[src/rtl/core/dcmf_queue.sv]
// ----------------------------------------------------------------------------
// dcmf_queue: two-entry job queue
// Decouples the pixel front end from the window scan engine.
// ----------------------------------------------------------------------------
module dcmf_queue #(
    parameter int W = 8
) (
    input  logic         aclk,
    input  logic         aresetn,
    input  logic         push,
    input  logic [W-1:0] din,
    output logic         full,
    input  logic         pop,
    output logic [W-1:0] dout,
    output logic         not_empty,
    output logic [1:0]   count
);

    logic [W-1:0] slot_reg [2];
    logic         wptr_reg, wptr_next;
    logic         rptr_reg, rptr_next;
    logic [1:0]   cnt_reg, cnt_next;
    logic         do_push, do_pop;

    assign full      = (cnt_reg == 2'd2);
    assign not_empty = (cnt_reg != 2'd0);
    assign dout      = slot_reg[rptr_reg];
    assign count     = cnt_reg;
    assign do_push   = push && !full;
    assign do_pop    = pop && not_empty;

    always_comb begin
        wptr_next = do_push ? !wptr_reg : wptr_reg;
        rptr_next = do_pop ? !rptr_reg : rptr_reg;
        cnt_next  = cnt_reg;
        if (do_push && !do_pop) cnt_next = cnt_reg + 2'd1;
        if (!do_push && do_pop) cnt_next = cnt_reg - 2'd1;
    end

    always_ff @(posedge aclk) begin
        if (do_push) slot_reg[wptr_reg] <= din;
    end

    always_ff @(posedge aclk) begin
        if (!aresetn) begin
            wptr_reg <= 1'b0;
            rptr_reg <= 1'b0;
            cnt_reg  <= 2'd0;
        end else begin
            wptr_reg <= wptr_next;
            rptr_reg <= rptr_next;
            cnt_reg  <= cnt_next;
        end
    end

endmodule

[config.mk]
export PLATFORM = sky130hd
export DESIGN_NAME = dcmf_queue
export DESIGN_NICKNAME = d
export VERILOG_FILES = /design/src/rtl/core/dcmf_queue.sv
export SDC_FILE = /design/constraint.sdc
export NUM_CORES = 1
export LEC_CHECK = 0
export ABC_CLOCK_PERIOD_IN_PS = 1500
export BUFFER_PORTS_ARGS = -buffer_cell sky130_fd_sc_hd__buf_2
export CAP_MARGIN = 20
export CORE_MARGIN = 5
export CORE_UTILIZATION = 48
export CTS_CLUSTER_DIAMETER = 60
export DETAILED_ROUTE_END_ITERATION = 16
export HOLD_SLACK_MARGIN = 0.03
export PLACE_DENSITY_LB_ADDON = 0.1
export SLEW_MARGIN = 15
export SYNTH_ARGS = -nofsm -noshare
export SYNTH_HDL_FRONTEND = slang
export SYNTH_SLANG_ARGS = --single-unit
[constraint.sdc]
create_clock -name aclk -period 1.5 [get_ports aclk]
set_input_delay 0.3 -clock aclk [delete_from_list [all_inputs] [get_ports aclk]]
set_output_delay 0.3 -clock aclk [all_outputs]
set_load 0.01 [all_outputs]
==> flow_metrics.tcl <==
set metrics [dict create \
    outcome "finished, violations left" \
    violations "negative setup slack" \
    drc 0 \
    post-place-cells 92 \
    ys_seq_elements 21 \
    route.met2.wl_um 685 \
    tightest_slew_ns 0.385 \
    start_kind "register" \
    synth-edff-count 16 \
    ys.warnings.count 0 \
    topRoutingLayerUsed "met3" \
    ys_seq_area_share_pct 72.2 \
    timing.final.crit_period_ns 1.51 \
    synthTopCellsByCount "edfxtp_1 (16), mux2_2 (8), dfxtp_1 (5)" \
    cts_tree "built" \
    chipHeight_um 50.9 \
    first_global_vias 485 \
    worst-setup-path-type "register to primary output" \
    met3WireLength_um 80 \
    skew_ns 0.00314 \
    synth_nets 65 \
    vias_per_cell 5.08 \
    dp_hpwl_um 953 \
    timing.final.crit_share_pct 101 \
    powerDensity_nw_per_um2 1750 \
    dr.pass1.iters 4 \
    largest_reg_flops 16 \
    crit_path_end_kind "primary output" \
    routedLengthMet1_um 572 \
    antenna_left 0 \
    leakage_uw 0.000459 \
    synth-main-ff-cell "edfxtp_1" \
    htree_levels 1 \
    fin_cells 96 \
    port-buffer-count 23 \
    path_max_fanout 5 \
    diodes 0 \
    setup_slack_ns -0.00793 \
    die_x_um 50.9 \
    place_area_um2 952 \
    yosysTopAreaCell "edfxtp_1" \
    clk-insertion-delay-late_ns 0.29 \
    netlist_area_um2 805 \
    slew_headroom_pct 74.3 \
    root_buffer "clkbuf_4" \
    final_hold_viol_count 0 \
    grt_pass1_wl_mm 2.17 \
    wl_per_cell_um 13.9 \
    area_growth_pct 35.0 \
    coreArea_um2 1540 \
    crit_arrival_ns 1.21 \
    slew_viol_final 0 \
    antenna_found_initial 0 \
    die-area_um2 2590 \
    setup_viol 5 \
    track_usage_pct 10.7 \
    clk_path_buf_depth 2 \
    clk_pin_slew_ns 0.11 \
    start_util_pct 52.2 \
    synth_cells 52 \
    drive_gt1_share_pct 56.3 \
    drt_iter0_drc 14 \
    ys_async_sr_fraction_pct 0 \
    io_pins 24 \
    grt_max_degree 12 \
    worst_ep_required_time_ns 1.20 \
    ir_drop_v 0.000987 \
    yosys-top-cells-area "edfxtp_1 (60%), dfxtp_1 (12%), mux2_2 (11%)" \
    vias 488 \
    syn_area_per_cell_um2 15.5 \
    gp_congestion 0.653 \
    rsz0062_at_grt "true" \
    cts_hold_buffers 0 \
    cts_made_buffers 3 \
    hold_class "input port to register" \
    maxCapViolCount 0 \
    totalWireLength_mm 1.34 \
    fmax_ghz 0.663 \
    synth_cell_types 18 \
    overflow 0 \
    row_count 14 \
    fin_nets 94 \
    clock_sinks 21 \
    netlist.area_leader.share_pct 59.7 \
    yosysMostFrequentCell "edfxtp_1" \
    fin_area_um2 1090 \
]
where the power goes:
group	internal, uW	total (uW)	switching [uW]
Combinational	465	805	339
Clock	103	262	158
Sequential	762	831	68.9
what timing repair did:
item | 4_1_cts | 5_1_grt
pin swaps | 0 | 1
endpoints found under the setup margin | 16 | 9
buffers inserted | 0 | 0
gates resized for setup | 17 | 7
through the flow:
step           setup WS, ns  power (uW)  TNS, ns  util [%]  hold WS [ns]
2_1_floorplan        0.0697        1210        0         -         0.399
3_3_place_gp         0.0485        1420        0      61.8         0.477
3_5_place_dp       -0.00604        1440  -0.0466      61.8         0.492
4_1_cts             -0.0297        1850   -0.176      68.5         0.179
5_1_grt             -0.0657        2030   -0.467      70.5         0.168
6_report           -0.00793        1900  -0.0165      70.5         0.186
worst paths after layout:
| check | slack, ns | end | depth (start not counted) | startpoint |
|---|---|---|---|---|
| max reg2reg | 0.07 | count[1]$_SDFFE_PN0P_ | 5 | count[0]$_SDFFE_PN0P_ |
| min reg2reg | 0.52 | wptr_reg$_SDFFE_PN0N_ | 2 | wptr_reg$_SDFFE_PN0N_ |
| min | 0.19 | slot_reg[1][1]$_DFFE_PP_ | 1 | din[1] |
| max | -0.008 | dout[0] | 3 | register |
cell type report:
| class | instances | area [um^2] |
|---|---|---|
| fillers | 116 | 455 |
| well taps | 16 | 20.0 |
| inverters | 4 | 15.0 |
| repair buffers | 25 | 188 |
| multi-input cells | 26 | 250 |
| clock buffers | 4 | 26.3 |
| flip-flops and latches | 21 | 587 |
placed cells by master, fill, tap and decap left out, types with 2 or more instances in the layout:
cell type  netlist  layout
mux2_4           0       8
clkbuf_4         0       3
buf_6            0      10
edfxtp_1        16      16
o21ai_0          2       2
dfxtp_2          0       2
inv_2            1       2
buf_2            0      15
xnor2_1          2       2
inv_1            3       2
dfxtp_1          5       2
nor2_1           3       3
a21oi_1          2       2
or3_1            2       2
metal layers:
metal,global-route usage (%),vias to the layer above
li1,-,244
met1,15.5,230
met2,16.1,14
met3,2.03,0
met4,3.83,0
met5,0,-
cells by family after synthesis:
family / Yosys count / share of synthesized area [%]
XOR/XNOR: 3 / 3.27
AO/OA/AOI/OAI: 5 / 3.42
multiplexers: 8 / 11.2
buffers and inverters: 5 / 2.33
AND/OR/NAND/NOR: 9 / 6.07
flip-flops: 21 / 72.2
adder cells (fa/ha/maj): 1 / 1.55
critical path: stages (launching register included):
cell and delay (ns):
dfxtp_2 0.36, buf_6 0.13, mux2_4 0.31, buf_6 0.12
No activity file was read; power rests on OpenSTA's default activity.
