--- src/rtl/core/dcmf_pkg.sv ---
// ----------------------------------------------------------------------------
// dcmf_pkg: shared constants for the dark channel minimum filter
// Register codes, reset values, default limits and the colour minimum.
// ----------------------------------------------------------------------------
package dcmf_pkg;

    localparam int DEF_MAX_WIDTH  = 2048;
    localparam int DEF_MAX_HEIGHT = 4096;
    localparam int DEF_MAX_WINDOW = 31;

    localparam int PIX_W      = 8;
    localparam int CFG_IDX_W  = 2;
    localparam int CFG_DATA_W = 13;

    localparam logic [CFG_IDX_W-1:0] CFG_FRAME_WIDTH  = 2'd0;
    localparam logic [CFG_IDX_W-1:0] CFG_FRAME_HEIGHT = 2'd1;
    localparam logic [CFG_IDX_W-1:0] CFG_WINDOW_SIZE  = 2'd2;

    localparam logic [11:0] RESET_FRAME_WIDTH  = 12'd640;
    localparam logic [12:0] RESET_FRAME_HEIGHT = 13'd480;
    localparam logic [4:0]  RESET_WINDOW_SIZE  = 5'd15;

    function automatic logic [PIX_W-1:0] min3(input logic [PIX_W-1:0] x,
                                              input logic [PIX_W-1:0] y,
                                              input logic [PIX_W-1:0] z);
        logic [PIX_W-1:0] m;
        m = (x < y) ? x : y;
        if (z < m) m = z;
        return m;
    endfunction

endpackage

--- src/rtl/core/dcmf_front.sv ---
// ----------------------------------------------------------------------------
// dcmf_front: pixel intake and output scheduling
// Stores per-pixel minima, tracks raster positions and issues window jobs.
// ----------------------------------------------------------------------------
module dcmf_front #(
    parameter int MAX_WIDTH  = dcmf_pkg::DEF_MAX_WIDTH,
    parameter int MAX_HEIGHT = dcmf_pkg::DEF_MAX_HEIGHT,
    parameter int MAX_WINDOW = dcmf_pkg::DEF_MAX_WINDOW,
    localparam int CW    = $clog2(MAX_WIDTH),
    localparam int RW    = $clog2(MAX_HEIGHT),
    localparam int WW    = $clog2(MAX_WIDTH + 1),
    localparam int HW    = $clog2(MAX_HEIGHT + 1),
    localparam int SW    = $clog2(MAX_WINDOW + 1),
    localparam int DEPTH = MAX_WIDTH * MAX_WINDOW,
    localparam int AW    = $clog2(DEPTH),
    localparam int JW    = AW + RW + CW + 1
) (
    input  logic                       aclk,
    input  logic                       aresetn,
    input  logic                       restart,
    input  logic [WW-1:0]              w_eff,
    input  logic [HW-1:0]              h_eff,
    input  logic [SW-1:0]              b_len,
    input  logic                       s_tvalid,
    output logic                       s_tready,
    input  logic [3*dcmf_pkg::PIX_W-1:0] s_tdata,
    input  logic                       s_tuser,
    input  logic                       q_full,
    output logic                       push,
    output logic [JW-1:0]              job,
    output logic                       wr_en,
    output logic [AW-1:0]              wr_addr,
    output logic [dcmf_pkg::PIX_W-1:0] wr_data
);

    logic [CW-1:0] in_col_reg, in_col_next;
    logic [HW-1:0] in_row_reg, in_row_next;
    logic          in_done_reg, in_done_next;
    logic [AW-1:0] wr_addr_reg, wr_addr_next;
    logic [CW-1:0] out_col_reg, out_col_next;
    logic [RW-1:0] out_row_reg, out_row_next;
    logic [AW-1:0] out_addr_reg, out_addr_next;

    logic          accept, store, col_wrap, ready_out, out_last;
    logic [CW:0]   col_inc;
    logic [HW-1:0] row_inc, hm1, need_r;
    logic [HW:0]   nr_sum;
    logic [CW:0]   nc_sum, wm1, need_c;
    logic [AW:0]   wa_inc, oa_inc;

    assign s_tready = !q_full;
    assign accept   = s_tvalid && s_tready;
    assign store    = accept && !s_tuser && !in_done_reg;
    assign wr_en    = store;
    assign wr_addr  = wr_addr_reg;
    assign wr_data  = dcmf_pkg::min3(s_tdata[7:0], s_tdata[15:8], s_tdata[23:16]);

    assign hm1 = h_eff - HW'(1);
    assign wm1 = (CW+1)'(w_eff) - (CW+1)'(1);

    always_comb begin
        col_inc  = (CW+1)'(in_col_reg) + (CW+1)'(1);
        col_wrap = (col_inc == (CW+1)'(w_eff));
        row_inc  = in_row_reg + HW'(1);
        wa_inc   = (AW+1)'(wr_addr_reg) + (AW+1)'(1);
        oa_inc   = (AW+1)'(out_addr_reg) + (AW+1)'(1);

        in_col_next  = in_col_reg;
        in_row_next  = in_row_reg;
        in_done_next = in_done_reg;
        wr_addr_next = wr_addr_reg;
        if (store) begin
            in_col_next  = col_wrap ? '0 : CW'(col_inc);
            in_row_next  = col_wrap ? row_inc : in_row_reg;
            in_done_next = col_wrap && (row_inc == h_eff);
            wr_addr_next = (wa_inc == (AW+1)'(DEPTH)) ? '0 : AW'(wa_inc);
        end

        // last input row/column the output window still waits for
        nr_sum = (HW+1)'(out_row_reg) + (HW+1)'(b_len);
        need_r = (nr_sum > (HW+1)'(hm1)) ? hm1 : HW'(nr_sum);
        nc_sum = (CW+1)'(out_col_reg) + (CW+1)'(b_len);
        need_c = (nc_sum > wm1) ? wm1 : nc_sum;

        ready_out = in_done_next || (in_row_next > need_r) ||
                    ((in_row_next == need_r) && ((CW+1)'(in_col_next) > need_c));
        out_last  = (out_row_reg == RW'(hm1)) && ((CW+1)'(out_col_reg) == wm1);
        push      = accept && ready_out;
        job       = {out_last, out_row_reg, out_col_reg, out_addr_reg};

        out_col_next  = out_col_reg;
        out_row_next  = out_row_reg;
        out_addr_next = out_addr_reg;
        if (push) begin
            out_addr_next = (oa_inc == (AW+1)'(DEPTH)) ? '0 : AW'(oa_inc);
            if ((CW+1)'(out_col_reg) == wm1) begin
                out_col_next = '0;
                out_row_next = out_row_reg + RW'(1);
            end else begin
                out_col_next = out_col_reg + CW'(1);
            end
        end

        // frame end or register write: back to the top of the frame
        if (restart || (push && out_last)) begin
            in_col_next   = '0;
            in_row_next   = '0;
            in_done_next  = 1'b0;
            wr_addr_next  = '0;
            out_col_next  = '0;
            out_row_next  = '0;
            out_addr_next = '0;
        end
    end

    always_ff @(posedge aclk) begin
        if (!aresetn) begin
            in_col_reg   <= '0;
            in_row_reg   <= '0;
            in_done_reg  <= 1'b0;
            wr_addr_reg  <= '0;
            out_col_reg  <= '0;
            out_row_reg  <= '0;
            out_addr_reg <= '0;
        end else begin
            in_col_reg   <= in_col_next;
            in_row_reg   <= in_row_next;
            in_done_reg  <= in_done_next;
            wr_addr_reg  <= wr_addr_next;
            out_col_reg  <= out_col_next;
            out_row_reg  <= out_row_next;
            out_addr_reg <= out_addr_next;
        end
    end

endmodule

--- config.mk ---
export PLATFORM = sky130hd
export DESIGN_NAME = dcmf_front
export DESIGN_NICKNAME = d
export VERILOG_FILES = /design/src/rtl/core/dcmf_pkg.sv /design/src/rtl/core/dcmf_front.sv
export SDC_FILE = /design/constraint.sdc
export NUM_CORES = 1
export LEC_CHECK = 0
export ABC_AREA = 1
export BUFFER_PORTS_ARGS = -buffer_cell sky130_fd_sc_hd__buf_2
export CAP_MARGIN = 0
export CORE_UTILIZATION = 59
export DETAILED_ROUTE_END_ITERATION = 10
export PLACE_DENSITY = 0.89
export SLEW_MARGIN = 40
export SYNTH_ARGS = -nofsm -noshare
export SYNTH_HDL_FRONTEND = slang
export SYNTH_SLANG_ARGS = --single-unit
--- constraint.sdc ---
create_clock -name aclk -period 7.3 [get_ports aclk]
set_clock_uncertainty 0.15 [all_clocks]
set_input_delay 0.365 -clock aclk [delete_from_list [all_inputs] [get_ports aclk]]
set_output_delay 0.365 -clock aclk [all_outputs]
set_load 0.1 [all_outputs]
==> flow_summary.ini <==
[critical_path]
crit_top_cell = nand2_1
max_stage_delay_ps = 500
path_class = reg -> out
r2r_start = out_row_reg[0]
slowest_stage = dfxtp_1
path_buf_inv = 5
end_kind = output pin
cp.required_ps = 6780
cp_max_fo = 37
cp_top_family = compound AO/OA/AOI/OAI gates
worstSetupStartpointType = flip-flop
cp.arrival_ps = 6270
cp-startpoint = out_row_reg[0]

[grt]
grt_max_degree = 51
grt-ovfl-total = 0
grt_pass1_vias = 8310
grt_first_pass_wirelength_um = 37090
track_usage_pct = 30.20
antenna_found_initial = 1

[clock_tree]
clockRootBuffer = clkbuf_16
cts_hold_buf = 0
insertion_delay_ps = 360
post_cts_buffers = 0
cts_tree = built
cts_sinks = 80
cts_buffer_depth = 2
h-tree-depth = 3
numCtsBuffers = 9
clkTransAtPathRegs_ps = 60

[finish]
fin_cells = 1738
nets = 1691
drive_above_1_share_pct = 11.08
fin_area_um2 = 9736
area_delta_synth_final_pct = 11.78
fillCellCount = 1276

[synth]
synth_edf_count = 0
ys_types = 45
yosysTopAreaCell = dfxtp_1
synth.most_common_cell = nand2_1
synth_nets = 1585
yosys_most_used_dff = dfxtp_1
synthCells = 1442
yosysWarnings = 0
synthTopCellsByArea = dfxtp_1 18%, nand2_1 17%, ha_1 12%
syn_area_um2 = 8710
async_reset_ff_share_pct = 0
syn_avg_cell_area_um2 = 6.040
ys_seq_elements = 80
yosys-top-cells-count = 405 x nand2_1, 195 x inv_1, 168 x nor2_1
synth.yosys.seq_area_share_pct = 18.39
synth_top_area_share_pct = 18.39

[die]
design.core.area_um2 = 14480
boundaryPins = 127
dieArea_um2 = 15250
dieWidth_um = 123.5
rows = 44
start_util_pct = 60.15
die_h_um = 123.5

[detailed_routing]
via_per_inst = 5.477
drt_wl_total_um = 23120
postRouteAntennaNets = 0
drc = 0
post_drt_wl_per_cell_um = 13.30
dr.first_iter.drc_count = 711
drt_first_pass_iters = 7
dr_total_vias = 9519

[place]
place_ws_ps = 571.3
routabilityCongestion = 0.9348
placed_cell_area_um2 = 9407
placedCellCount = 1721
place_hpwl_um = 18010
portBuffers = 126

[worst_hold_path]
min_from = out_row_reg[11]
hp-class = reg -> reg

[run_status]
status = completed

[power]
peakVddDrop_mv = 0.1288
p_leak_uw = 0.004900
p_per_area_nw_per_um2 = 123.4

[timing]
tightestPinTransition_ps = 666.9
holdWs_ps = 330.4
drv_slew = 0
post-route-min-period_ps = 6784
max_freq_ghz = 0.1474
finalSetupViolCount = 0
timing.slew.headroom_pct = 55.48
worst_slack_ps = 516.0
setup_tns_ps = 0
fin_crit_sh_pct = 92.93
rsz0062_at_grt = false
hold_viol_final = 0

[job]
max_cap_viol_count = 0
-- power breakdown --
group	total [uW]	switching, uW	leakage [uW]	internal, uW
sequential	437	0.654	0.000644	437
combinational	286	211	0.00411	74.6
clock	478	202	0.000149	276
-- worst min-delay path, stage by stage (launching register included) --
cell     delay (ps)
dfxtp_1         320
nand2_1          60
a21oi_1          50
-- per-stage QoR --
stage / power (uW) / util [%]
finish: 1201 / 67.24
global route: 1249 / 67.24
CTS: 1200 / 67.07
detailed placement: 728.6 / 64.97
global placement: 722.5 / 64.93
floorplan: 663.2 / -
-- cell type report --
cell class | count | area [um^2] | share of cell area [%]
diodes | 1 | 2.502 | 0.02570
well taps | 184 | 230.2 | 2.365
multi-input cells | 1125 | 6158 | 63.26
clock inverters | 6 | 65.06 | 0.6683
flip-flops and latches | 80 | 1602 | 16.45
inverters | 201 | 755.7 | 7.762
repair buffers | 131 | 683.2 | 7.017
clock buffers | 10 | 239.0 | 2.455
-- cells by family (layout without fill, tap and decap cells) --
| logic type | Yosys count | after routing | synth area share [%] |
|---|---|---|---|
| flip-flops | 80 | 80 | 18.39 |
| adder cells (fa/ha/maj) | 83 | 83 | 12.10 |
| other | 0 | 1 | 0 |
| AO/OA/AOI/OAI | 177 | 177 | 10.86 |
| AND/OR/NAND/NOR | 777 | 777 | 38.18 |
| buffers and inverters | 237 | 348 | 11.29 |
| XOR/XNOR | 88 | 88 | 9.180 |
-- timing repair --
item / CTS / global route
resized for setup: 0 / 7
hold endpoints to repair: 0 / 0
setup endpoints to repair: 0 / 51
-- final timing paths --
path | to | slack [ps] | cells after the start
max reg2reg | wr_addr[10] | 790 | 32
max | push | 520 | 32
min | out_row_reg[11] | 330 | 2
min reg2reg | out_row_reg[11] | 330 | 2
-- placed cells by master (no fill, tap or decap), types with 2 or more instances in the layout --
cell type    n
inv_1      195
inv_2        4
o21ai_1     11
nor3_1      23
nor2_4       2
a21oi_1     90
nand4_1     45
nand2_1    404
inv_6        2
dfxtp_1     80
a21o_1       2
nand3_1    103
or2_2        3
buf_2      125
buf_4        4
a21oi_2      2
nor2_1     168
and3_1       2
nand2_2      3
clkbuf_16    9
nand3b_1     6
o21ai_0     52
nand2_4      2
nor4_1       7
xnor2_1      6
o21bai_1     4
xor2_1      80
fa_1         2
clkinv_2     3
ha_1        81
nor2_2       2
o21a_1       4
a22oi_1     10
-- routing by layer --
metal	routed length [um]	part of all wire [%]	GRT usage [%]
met1	10130	44	37.70
met2	11120	48	52.09
met3	1337	5.8	4.751
met4	539	2.3	11.07
met5	0	0	0
(Power assumes the default switching activity.)
